[src/hdl/tcp_session_tracker_top_macros.svh]
// Assertion macros for the session tracker.
`ifndef TCP_SESSION_TRACKER_TOP_MACROS_SVH
`define TCP_SESSION_TRACKER_TOP_MACROS_SVH
// Implication checked on every clock edge outside reset.
`define TST_ASSERT(lbl, clk, rst_n, prop, msg) \
  lbl: assert property (@(posedge clk) disable iff (!rst_n) (prop)) else $error(msg);
// Check that also holds during reset.
`define TST_ASSERT_ALWAYS(lbl, clk, prop, msg) \
  lbl: assert property (@(posedge clk) (prop)) else $error(msg);
`endif

[src/hdl/tst_pkg.sv]
// Shared types and constants of the session tracker.
`timescale 1ns / 1ps
`default_nettype none
package tst_pkg;
  localparam logic [35:0] TimeoutReset = 36'd5000000000;
  localparam logic [47:0] Max48 = 48'hFFFF_FFFF_FFFF;
  localparam logic OpPacket = 1'b0;
  localparam logic OpSweep = 1'b1;

  typedef struct packed {
    logic        op;
    logic [31:0] src_ip;
    logic [15:0] src_port;
    logic [31:0] dst_ip;
    logic [15:0] dst_port;
    logic        syn_flag;
    logic        ack_flag;
    logic [15:0] payload_size;
    logic [63:0] now_time;
  } req_t;

  typedef struct packed {
    logic        record_valid;
    logic [31:0] client_ip;
    logic [15:0] client_port;
    logic [31:0] server_ip;
    logic [15:0] server_port;
    logic [47:0] bytes_sent;
    logic [47:0] bytes_received;
    logic [63:0] start_time;
    logic [63:0] end_time;
    logic        last;
  } rec_t;
endpackage
`default_nettype wire

[src/hdl/tst_queue.sv]
// Two-entry request queue between front and back.
`timescale 1ns / 1ps
`default_nettype none
module tst_queue (
  input  wire logic          clk_i,
  input  wire logic          rst_ni,
  input  wire logic          in_valid_i,
  output logic               in_ready_o,
  input  wire tst_pkg::req_t in_data_i,
  output logic               out_valid_o,
  input  wire logic          out_ready_i,
  output tst_pkg::req_t      out_data_o
);
  tst_pkg::req_t mem_q [2];
  logic          wp_q, rp_q;
  logic [1:0]    cnt_q;
  logic          push, pop;

  assign in_ready_o  = cnt_q != 2'd2;
  assign out_valid_o = cnt_q != 2'd0;
  assign out_data_o  = mem_q[rp_q];
  assign push = in_valid_i && in_ready_o;
  assign pop  = out_valid_o && out_ready_i;

  always_ff @(posedge clk_i) begin
    if (push) mem_q[wp_q] <= in_data_i;
  end

  always_ff @(posedge clk_i or negedge rst_ni) begin
    if (!rst_ni) begin
      wp_q <= 1'b0;
      rp_q <= 1'b0;
      cnt_q <= 2'd0;
    end else begin
      if (push) wp_q <= ~wp_q;
      if (pop) rp_q <= ~rp_q;
      cnt_q <= cnt_q + {1'b0, push} - {1'b0, pop};
    end
  end
endmodule
`default_nettype wire

[config.mk]
export PLATFORM = sky130hd
export DESIGN_NAME = tst_queue
export DESIGN_NICKNAME = d
export VERILOG_FILES = /design/src/hdl/tcp_session_tracker_top_macros.svh /design/src/hdl/tst_pkg.sv /design/src/hdl/tst_queue.sv
export SDC_FILE = /design/constraint.sdc
export NUM_CORES = 1
export LEC_CHECK = 0
export BUFFER_PORTS_ARGS = -buffer_cell sky130_fd_sc_hd__clkbuf_2
export CAP_MARGIN = 20
export CORE_ASPECT_RATIO = 1.2
export CORE_MARGIN = 5
export CORE_UTILIZATION = 47
export DETAILED_ROUTE_END_ITERATION = 12
export PLACE_DENSITY = 0.72
export SETUP_SLACK_MARGIN = 0.3
export SYNTH_ARGS = -nofsm -noshare
export SYNTH_HDL_FRONTEND = slang
export SYNTH_SLANG_ARGS = --single-unit
[constraint.sdc]
create_clock -name clk_i -period 8.45 [get_ports clk_i]
set_clock_uncertainty 0.1 [all_clocks]
set_input_delay 1.2675 -clock clk_i [delete_from_list [all_inputs] [get_ports clk_i]]
set_output_delay 1.2675 -clock clk_i [all_outputs]
set_load 0.1 [all_outputs]
# == After elaboration in Yosys (flattened, before gate mapping) ==
# Memory sizes are Yosys's and may differ from the RTL's.
# Index checks and enable logic that the tools add are counted.
# classes
n_addsub,2
n_eq_ne,1
mux,2
n_bitwise,2
reduce_logical,3
# op_table
op,count
$add A2 B1 Y2,1
$logic_and A1 B1 Y1,2
$mux W1,2
$ne A2 B2 Y1 const B,1
$not A1 Y1,2
$reduce_bool A2 Y1,1
$sub A2 B1 Y2,1
# totals
reg_bits,4
ramBits,358
input_bits,183
output_inout_bits,181
elab_cells,14
n_memories,1
# memory_table
memory,depth,width,rd,rd_clocked_by_memory_dff,wr,line,source
mem_q,2,179,1,0,1,tst_queue.sv:14,tst_pkg::req_t mem_q [2];

# == Depth between registers and ports, before layout ==
# Gate-level depths: netlist (run 1).
# depth
ltp_word,4
ltp_mapped,7
mapped_depth_nobuf,7

# == Worst setup path before layout (run 1) ==
# No wires, ideal clock.
# synth_path
kind,reg-to-reg
start,register cnt_q[0]
end,memory mem_q[0][0] (netlist name) (enable)
setup_time_ps,722
arrival_time_ps,8872
t_required_ps,7628
setup_slack_ps,-1244
path_stages_with_launch,4
n_path_buf,0
period_less_slack_ps,9694
cell_sequence,dfrtp_1 -> nand2b_1 -> nand2_1 -> nor2_1
# synth_between
elab_chain_cells,4
# synth_rtl
element,line,source
from (decl),tst_queue.sv:16,logic [1:0] cnt_q;
from (signal assigned),tst_queue.sv:37,"cnt_q <= cnt_q + {1'b0, push} - {1'b0, pop};"
$ne A2 B2 Y1,tst_queue.sv:19,assign in_ready_o = cnt_q != 2'd2;
via in_ready_o,tst_queue.sv:8,"output logic in_ready_o,"
$logic_and A1 B1 Y1,tst_queue.sv:22,assign push = in_valid_i && in_ready_o;
$mux W1,tst_queue.sv:26,if (push) mem_q[wp_q] <= in_data_i;
$mux W1 (implied by the code),tst_queue.sv:26,
to (decl),tst_queue.sv:14,
# The timed path passes the listed nets, and every way through them passes these cells.

==> results of run 1 <==
final timing paths:
check,start,endpoint,slack (ns),depth (start not counted)
max in group asynchronous,rst_ni,rp_q$_DFFE_PN0P_,7.63,1
worst max-delay path,rp_q$_DFFE_PN0P_,out_data_o[59],3.85,3
worst max register to register,cnt_q[1]$_DFF_PN0_,mem_q[0][20]$_DFFE_PP_,5.75,5
worst min register to register,cnt_q[0]$_DFF_PN0_,cnt_q[0]$_DFF_PN0_,0.44,1
worst min-delay path,cnt_q[0]$_DFF_PN0_,cnt_q[0]$_DFF_PN0_,0.44,1
min in group asynchronous,rst_ni,cnt_q[0]$_DFF_PN0_,0.47,1
cell type report:
cell class	count	area (µm²)
diodes	1	2.50
clock buffers	46	960
clock inverters	16	92.6
fillers	2200	11800
inverters	1	3.75
multi-input cells	191	2500
flip-flops and latches	362	10900
well taps	385	482
repair buffers	371	1900
routing by layer:
layer / wire length (µm) / global-route usage
met3: 2580 / 0.0618
met5: 36 / 0
met2: 13900 / 0.284
met1: 9210 / 0.170
met4: 644 / 0.0490
sequential cells by signal, summed over array words and instances (netlist names):
name / cells
mem_q: 358
wp_q: 1
cnt_q: 2
rp_q: 1
cells by family (layout without fill, tap and decap cells):
logic type,Yosys count,in the layout,share of synthesized area
xor gates and xnor gates,4,4,0.00259
adders and majority gates,2,2,0.00185
buffers and inverters,21,434,0.0132
DFF,362,362,0.803
muxes,179,179,0.177
other,0,1,0
and+or+nand+nor,6,6,0.00241
synth_stat cells:
cell type | n | area [µm²]
nand2b_1 | 1 | 6.26
and2_1 | 1 | 6.26
mux2_2 | 79 | 890
buf_6 | 12 | 135
buf_2 | 8 | 40.0
inv_1 | 1 | 3.75
or2_2 | 1 | 6.26
dfrtp_1 | 4 | 100
xor2_1 | 1 | 8.76
nor2_1 | 1 | 3.75
and3_1 | 1 | 6.26
mux2_4 | 100 | 1500
xnor2_1 | 3 | 26.3
nand2_1 | 1 | 3.75
edfxtp_1 | 358 | 10800
ha_1 | 2 | 25.0
through the flow:
stage	hold slack, ns	util	area [µm²]	setup slack (ns)
5_1_grt	0.458	0.587	16800	3.68
4_1_cts	0.449	0.586	16800	3.71
6_report	0.436	0.587	16800	3.85
3_5_place_dp	0.433	0.549	15700	4.25
2_1_floorplan	0.379	-	13500	1.79
3_3_place_gp	0.396	0.549	15700	4.26
worst reg2reg max path, stage by stage (launching register included):
cell and delay, ns:
dfrtp_1 0.40, nand2b_1 0.13, nand2_1 0.15, nor2_4 0.12, buf_4 0.59, buf_4 0.73
==> flow_summary.json, run 1 <==
{
  "ant_nets": 0,
  "vias_per_cell": 4.81,
  "start_util": 0.473,
  "drt_pre_antenna_iters": 4,
  "min_path_type": "reg -> reg",
  "num_rows": 68,
  "dp.cells": 1309,
  "grt_pass1_vias": 7113,
  "ys_ff_latch": 362,
  "cp.required_ns": 7.08,
  "setup_tns_ns": 0,
  "grt_pass1_wl_um": 39400,
  "worstSkewPairLatency_ns": 0.49,
  "instances_no_fill": 1373,
  "tritoncts": "built",
  "dieWidth_um": 165,
  "io_buffer_count": 363,
  "cap_viol_max_count": 0,
  "gp_routability_congestion": 0.767,
  "finalCritPeriodShare": 0.544,
  "relSlewSlack": 0.321,
  "ys_seq_area_frac": 0.803,
  "dp.final_hpwl_um": 18000,
  "vias": 6608,
  "drive_gt1_frac": 0.605,
  "drc": 0,
  "cts_hold_buf": 0,
  "syn2layout_area_growth_pct": 24.2,
  "postCtsSetupRepairBufs": 0,
  "path_cells": "buf_4 > mux2_2 > clkbuf_2",
  "clkSinkCount": 362,
  "syn_area_um2": 13500,
  "critPathSlowestCell": "dfrtp_4",
  "max_freq_mhz": 217,
  "start_kind": "flip-flop",
  "synth_nets": 759,
  "clkTransAtPathRegs_ns": 0.06,
  "rsz0062_at_grt": "false",
  "cts_root_buffer": "clkbuf_16",
  "final_nets": 1148,
  "critPathTopFamily": "buffers and inverters",
  "antenna_found_initial": 4,
  "cts_max_level": 2,
  "status": "complete, no violations",
  "path_max_fanout": 60,
  "cp_num_buf_inv": 2,
  "cp-end-kind": "output port",
  "netlist_instances": 574,
  "die_height_um": 196,
  "yosys_warnings": 0,
  "crit_type": "reg -> out",
  "mostFrequentLayoutCell": "clkbuf_2",
  "clockBufferDepth": 3,
  "synth_cell_types": 16,
  "die_area_um2": 32300,
  "grt_usage": 0.158,
  "final-hold-violation-count": 0,
  "synth_area_per_cell_um2": 23.5,
  "cts_buffers": 36,
  "drt_wl_total_um": 26400,
  "tightestPinTransition_ns": 1.02,
  "core_um2": 28600,
  "min_period_ns": 4.60,
  "grt_max_degree": 67,
  "slowest_delay_ns": 0.97,
  "cts.repair.resized": 0,
  "io_pins": 364,
  "arrival_ns": 3.23,
  "grt-ovfl-total": 0,
  "maxSlewViolCount": 0,
  "setup_viol_count_final": 0,
  "wl_per_cell_um": 19.2,
  "layout_common_cells": "363 x clkbuf_2, 358 x edfxtp_1, 100 x mux2_4, 79 x mux2_2, 37 x clkbuf_16",
  "drt_iter0_drc": 256
}
Power of run 1 is not shown: default switching activity piles up to over one toggle a cycle in this logic, so the estimate is an artifact.
==> run 2: changes to the inputs <==
--- a/config.mk
+++ b/config.mk
@@ -5,13 +5,14 @@
 export SDC_FILE = /design/constraint.sdc
 export NUM_CORES = 1
 export LEC_CHECK = 0
+export ABC_AREA = 1
 export BUFFER_PORTS_ARGS = -buffer_cell sky130_fd_sc_hd__clkbuf_2
 export CAP_MARGIN = 20
 export CORE_ASPECT_RATIO = 1.2
 export CORE_MARGIN = 5
 export CORE_UTILIZATION = 47
 export DETAILED_ROUTE_END_ITERATION = 12
-export PLACE_DENSITY = 0.72
+export PLACE_DENSITY = 0.73
 export SETUP_SLACK_MARGIN = 0.3
 export SYNTH_ARGS = -nofsm -noshare
 export SYNTH_HDL_FRONTEND = slang
==> constraint.sdc (replaced) <==
create_clock -name clk_i -period 4.1 [get_ports clk_i]
set_clock_uncertainty 0.1 [all_clocks]
set_input_delay 0.615 -clock clk_i [delete_from_list [all_inputs] [get_ports clk_i]]
set_output_delay 0.615 -clock clk_i [all_outputs]
set_load 0.1 [all_outputs]
==> run 2 against run 1 <==
  * Synthesized cell count grew 68%
  * Clock-buffer cell count shrank 2
  * Sequential share of layout area grew 0.75 points
  * Cell area shrank 1.1%
  * Critical endpoint is now out_data_o[26]
==> flow_summary.json, run 2 <==
{
  "status": "complete, no violations",
  "rr_startpoint": "cnt_q[1]$_DFF_PN0_",
  "grt-ovfl-total": 0,
  "arrival_ns": 2.57,
  "syn2layout_area_growth_pct": 25.2,
  "io_buffer_count": 363,
  "gp_routability_congestion": 0.797,
  "rsz0062_at_grt": "false",
  "tritoncts": "built",
  "min_path_type": "in -> reg",
  "cp_num_buf_inv": 3,
  "num_rows": 67,
  "cp-end-kind": "output port",
  "vias_per_cell": 4.76,
  "critPathSlowestCell": "inv_6",
  "ys_ff_latch": 362,
  "crit_type": "reg -> out",
  "async_flop_share": 0.0110,
  "dp.final_hpwl_um": 19500,
  "antenna_found_initial": 3,
  "grt_max_degree": 181,
  "largest_reg_flops": 358,
  "drt_wl_total_um": 29800,
  "grt_pass1_vias": 8465,
  "drt_pre_antenna_iters": 7,
  "vias": 8310,
  "slowest_delay_ns": 0.52,
  "synth_area_per_cell_um2": 13.7,
  "cts_max_level": 2,
  "tightestPinTransition_ns": 1.01,
  "path_max_fanout": 87,
  "synth_common_cells": "550 x nand2_1, 358 x edfxtp_1, 23 x buf_2",
  "drt_iter0_drc": 500,
  "critPathTopFamily": "buffers and inverters",
  "die_height_um": 194,
  "mostFrequentLayoutCell": "nand2_1",
  "setup_viol_count_final": 0,
  "synth_nets": 1151,
  "grt_pass1_wl_um": 45200,
  "setup_tns_ns": 0,
  "synth_cell_types": 12,
  "io_pins": 364,
  "min_period_ns": 3.29,
  "synth_most_common_cell": "nand2_1",
  "finalCritPeriodShare": 0.802,
  "crit_top_cell": "nand2_1",
  "cts_root_buffer": "clkbuf_16",
  "layout_common_cells": "548 x nand2_1, 363 x clkbuf_2, 358 x edfxtp_1, 37 x clkbuf_16, 8 x clkinv_1",
  "ys_seq_area_frac": 0.818,
  "clkTransAtPathRegs_ns": 0.06,
  "worstSkewPairLatency_ns": 0.49,
  "path_cells": "inv_6 > buf_4 > nand2_1 > nand2_1 > clkbuf_2",
  "rrSetupSlack_ns": 2.11,
  "yosys.area.top_type": "edfxtp_1",
  "synth_top_area_share": 0.811,
  "grt_usage": 0.182,
  "final_nets": 1524,
  "relSlewSlack": 0.329,
  "clkSinkCount": 362,
  "wl_per_cell_um": 17.1,
  "hp-start": "in_data_i[63]",
  "die_area_um2": 31700,
  "ant_nets": 0,
  "drive_gt1_frac": 0.315,
  "max_freq_mhz": 304,
  "netlist_instances": 966,
  "crit_start": "rp_q$_DFFE_PN0P_",
  "drc": 0,
  "synth_area_leaders": "edfxtp_1 81%, nand2_1 16%, buf_6 0.93%",
  "cp.required_ns": 3.38,
  "start_kind": "flip-flop",
  "syn_area_um2": 13300,
  "regMostFlops": "mem_q",
  "cap_viol_max_count": 0,
  "dieWidth_um": 163,
  "ys.flop_type": "edfxtp_1",
  "top_regs": "mem_q (358), cnt_q (2)",
  "yosys_warnings": 0,
  "core_um2": 27900,
  "clockBufferDepth": 3,
  "synth_edf_count": 358,
  "start_util": 0.475,
  "maxSlewViolCount": 0,
  "cts_buffers": 36,
  "final-hold-violation-count": 0
}
==> run 2: cell types whose count changed after synthesis, sizes merged, moves of 3 or more <==
cell / delta
nand3: +3
inv: +8
nand2: +549
buf: +16
mux2: -179
xnor2: -3
clkbuf: +3
==> run 2: cell type report <==
cell class / instances / area (µm²)
clock buffers: 44 / 952
diodes: 1 / 2.50
inverters: 9 / 42.5
clock inverters: 19 / 166
fillers: 2211 / 11300
flip-flops and latches: 362 / 10900
well taps: 379 / 474
repair buffers: 374 / 1950
multi-input cells: 556 / 2150
==> run 2: cells by family after synthesis <==
family | synth area share
simple gates | 0.157
flops | 0.818
buf+inv | 0.0227
fa+ha+maj | 0.00189
==> run 2: final timing paths <==
path | to | depth (start not counted)
max | out_data_o[26] | 5
min | mem_q[0][63]$_DFFE_PP_ | 1
max reg2reg | mem_q[1][140]$_DFFE_PP_ | 4
min reg2reg | wp_q$_DFFE_PN0N_ | 2
max in group asynchronous | rp_q$_DFFE_PN0P_ | 2
min in group asynchronous | rp_q$_DFFE_PN0P_ | 2
==> run 2: routing by layer <==
| layer | up-vias | global-route usage | part of all wire |
|---|---|---|---|
| li1 | 4009 | - | - |
| met1 | 3885 | 0.207 | 0.36 |
| met2 | 341 | 0.314 | 0.51 |
| met3 | 71 | 0.0659 | 0.099 |
| met4 | 4 | 0.0677 | 0.034 |
| met5 | - | 0 | 0.00071 |
==> run 2: worst reg2reg max path: stages (launching register included) <==
cell and delay [ns]:
dfrtp_2 0.45, nand2_8 0.09, nand2_4 0.07, nor2_4 0.14
buf_4 0.70
==> run 2: timing repair <==
action | in CTS | in global routing
setup buffers | 0 | 0
resized for setup | 0 | 0
endpoints found under the hold margin | 4 | 0
hold buffers | 1 | 0
==> run 2: through the flow <==
stage               std cells  hold WS [ns]  instance area [µm²]  setup WS [ns]  utilization
floorplan                 966         0.219                13300          0.216            -
global placement         1679         0.328                15500           1.31        0.554
detailed placement       1679         0.329                15500           1.29        0.554
CTS                      1743         0.174                16600          0.745        0.594
global route             1744         0.178                16600          0.662        0.595
finish                   1744         0.201                16600          0.810        0.595
Power of run 2 is left out for the same reason.
==> run 3: changes to the inputs <==
==> constraint.sdc (replaced) <==
create_clock -name clk_i -period 2.6 [get_ports clk_i]
set_clock_uncertainty 0.1 [all_clocks]
set_input_delay 0.39 -clock clk_i [delete_from_list [all_inputs] [get_ports clk_i]]
set_output_delay 0.39 -clock clk_i [all_outputs]
set_load 0.1 [all_outputs]
==> run 3 against run 2 <==
  * First-iteration DRC count grew 80%
  * Setup slack lost 0.65 ns
  * Register-to-register slack lost 1.5 ns
  * Global-route usage grew 9.1 points
  * Cell area grew 42%
  * Critical path type unchanged
  * Non-clock buffer count grew 225
  * Sequential share of layout area shrank 19 points
  * Hold slack lost 0.18 ns
  * Critical path depth grew 1
  * Clock-buffer cell count grew 1
  * Critical endpoint is now out_data_o[7]
==> flow_summary.json, run 3 (synthesized netlist as in run 2, its figures left out) <==
{
  "maxSlewViolCount": 0,
  "worstSkewPairLatency_ns": 0.51,
  "mostFrequentLayoutCell": "edfxtp_1",
  "hp-start": "in_data_i[19]",
  "die_area_um2": 31700,
  "syn2layout_area_growth_pct": 77.8,
  "grt_pass1_vias": 11000,
  "path_max_fanout": 7,
  "start_kind": "flip-flop",
  "layout_common_cells": "358 x edfxtp_1, 279 x nand2_1, 197 x buf_12, 184 x clkbuf_2, 176 x dlygate4sd3_1",
  "io_pins": 364,
  "wl_per_cell_um": 27.2,
  "rr_startpoint": "cnt_q[0]$_DFF_PN0_",
  "rsz0062_at_grt": "true",
  "drive_gt1_frac": 0.471,
  "grt-ovfl-total": 0,
  "io_buffer_count": 363,
  "cap_viol_max_count": 0,
  "utilization": 0.845,
  "regMostFlops": "mem_q",
  "die_height_um": 194,
  "dieWidth_um": 163,
  "clockBufferDepth": 3,
  "drt_pre_antenna_iters": 5,
  "clkTransAtPathRegs_ns": 0.07,
  "cp-end-kind": "output port",
  "relSlewSlack": 0.622,
  "setup_viol_count_final": 0,
  "finalCritPeriodShare": 0.938,
  "drc": 0,
  "num_rows": 67,
  "tightestPinTransition_ns": 0.569,
  "cp.required_ns": 2.11,
  "rrSetupSlack_ns": 0.58,
  "largest_reg_flops": 358,
  "cts_root_buffer": "clkbuf_16",
  "start_util": 0.475,
  "grt_usage": 0.273,
  "status": "complete, no violations",
  "clkSinkCount": 362,
  "n_fill_cell": 1104,
  "dp.final_hpwl_um": 22000,
  "final-hold-violation-count": 0,
  "gp_routability_congestion": 0.768,
  "min_period_ns": 2.44,
  "core_um2": 27900,
  "drt_iter0_drc": 900,
  "cts_max_level": 2,
  "stdcell_area_um2": 23600,
  "cts_buffers": 36,
  "crit_start": "rp_q$_DFFE_PN0P_",
  "top_regs": "mem_q (358), cnt_q (2)",
  "antenna_found_initial": 6,
  "arrival_ns": 1.95,
  "grt_pass1_wl_um": 65100,
  "vias_per_cell": 5.43,
  "max_freq_mhz": 410,
  "ant_nets": 0,
  "final_nets": 1753,
  "min_path_type": "in -> reg",
  "vias": 10700,
  "dpl_cell_area_um2": 18200,
  "grt_max_degree": 78,
  "drt_wl_total_um": 53700,
  "crit_type": "reg -> out",
  "tritoncts": "built"
}
[run 3: repair_timing]
action	in CTS	in global routing
buffers inserted	8	3
gates resized for setup	65	372
endpoints found under the setup margin	169	179
hold endpoints to repair	354	0
cloned	16	23
hold buffers	176	0
pin swaps	1	64
[run 3: metal layers]
metal | vias to the layer above | routed length, µm | global-route usage
met3 | 210 | 5380 | 0.0893
met1 | 5206 | 16900 | 0.297
met2 | 796 | 28200 | 0.483
met4 | 4 | 3100 | 0.120
met5 | - | 21 | 0
li1 | 4489 | - | -
[run 3: path summary, 6_finish.rpt]
check | cells after the start | to
max in group asynchronous | 2 | rp_q$_DFFE_PN0P_
hold / removal | 1 | mem_q[1][19]$_DFFE_PP_
min in group asynchronous | 2 | rp_q$_DFFE_PN0P_
setup reg to reg | 5 | mem_q[0][166]$_DFFE_PP_
setup / recovery | 6 | out_data_o[7]
hold reg to reg | 2 | wp_q$_DFFE_PN0N_
[run 3: cell type report]
type	instances	area, µm²	share of cell area
Sequential cell	362	10900	0.460
Timing Repair Buffer	599	7630	0.324
Multi-Input combinational cell	556	3380	0.143
Clock buffer	45	956	0.0405
Tap cell	379	474	0.0201
Clock inverter	14	116	0.00494
Timing Repair inverter	4	87.6	0.00372
Inverter	9	63.8	0.00271
Antenna cell	4	10.0	0.000425
[run 3: worst max-delay path, stage by stage, from the launching register on]
cell	delay [ns]
dfrtp_4	0.54
buf_4	0.17
buf_12	0.14
clkbuf_16	0.18
nand2_1	0.09
nand2_1	0.11
buf_12	0.19
[run 3: metrics by stage]
step / cells / hold WS (ns) / setup TNS (ns) / setup WS (ns)
floorplan: 966 / -0.00559 / -459.39 / -1.28
global placement: 1683 / 0.105 / 0 / 0.685
detailed placement: 1683 / 0.104 / 0 / 0.629
CTS: 1942 / 0.00274 / 0 / 0.190
global route: 1972 / -0.00995 / 0 / 0.142
finish: 1972 / 0.0199 / 0 / 0.161
Power of run 3 is left out for the same reason.
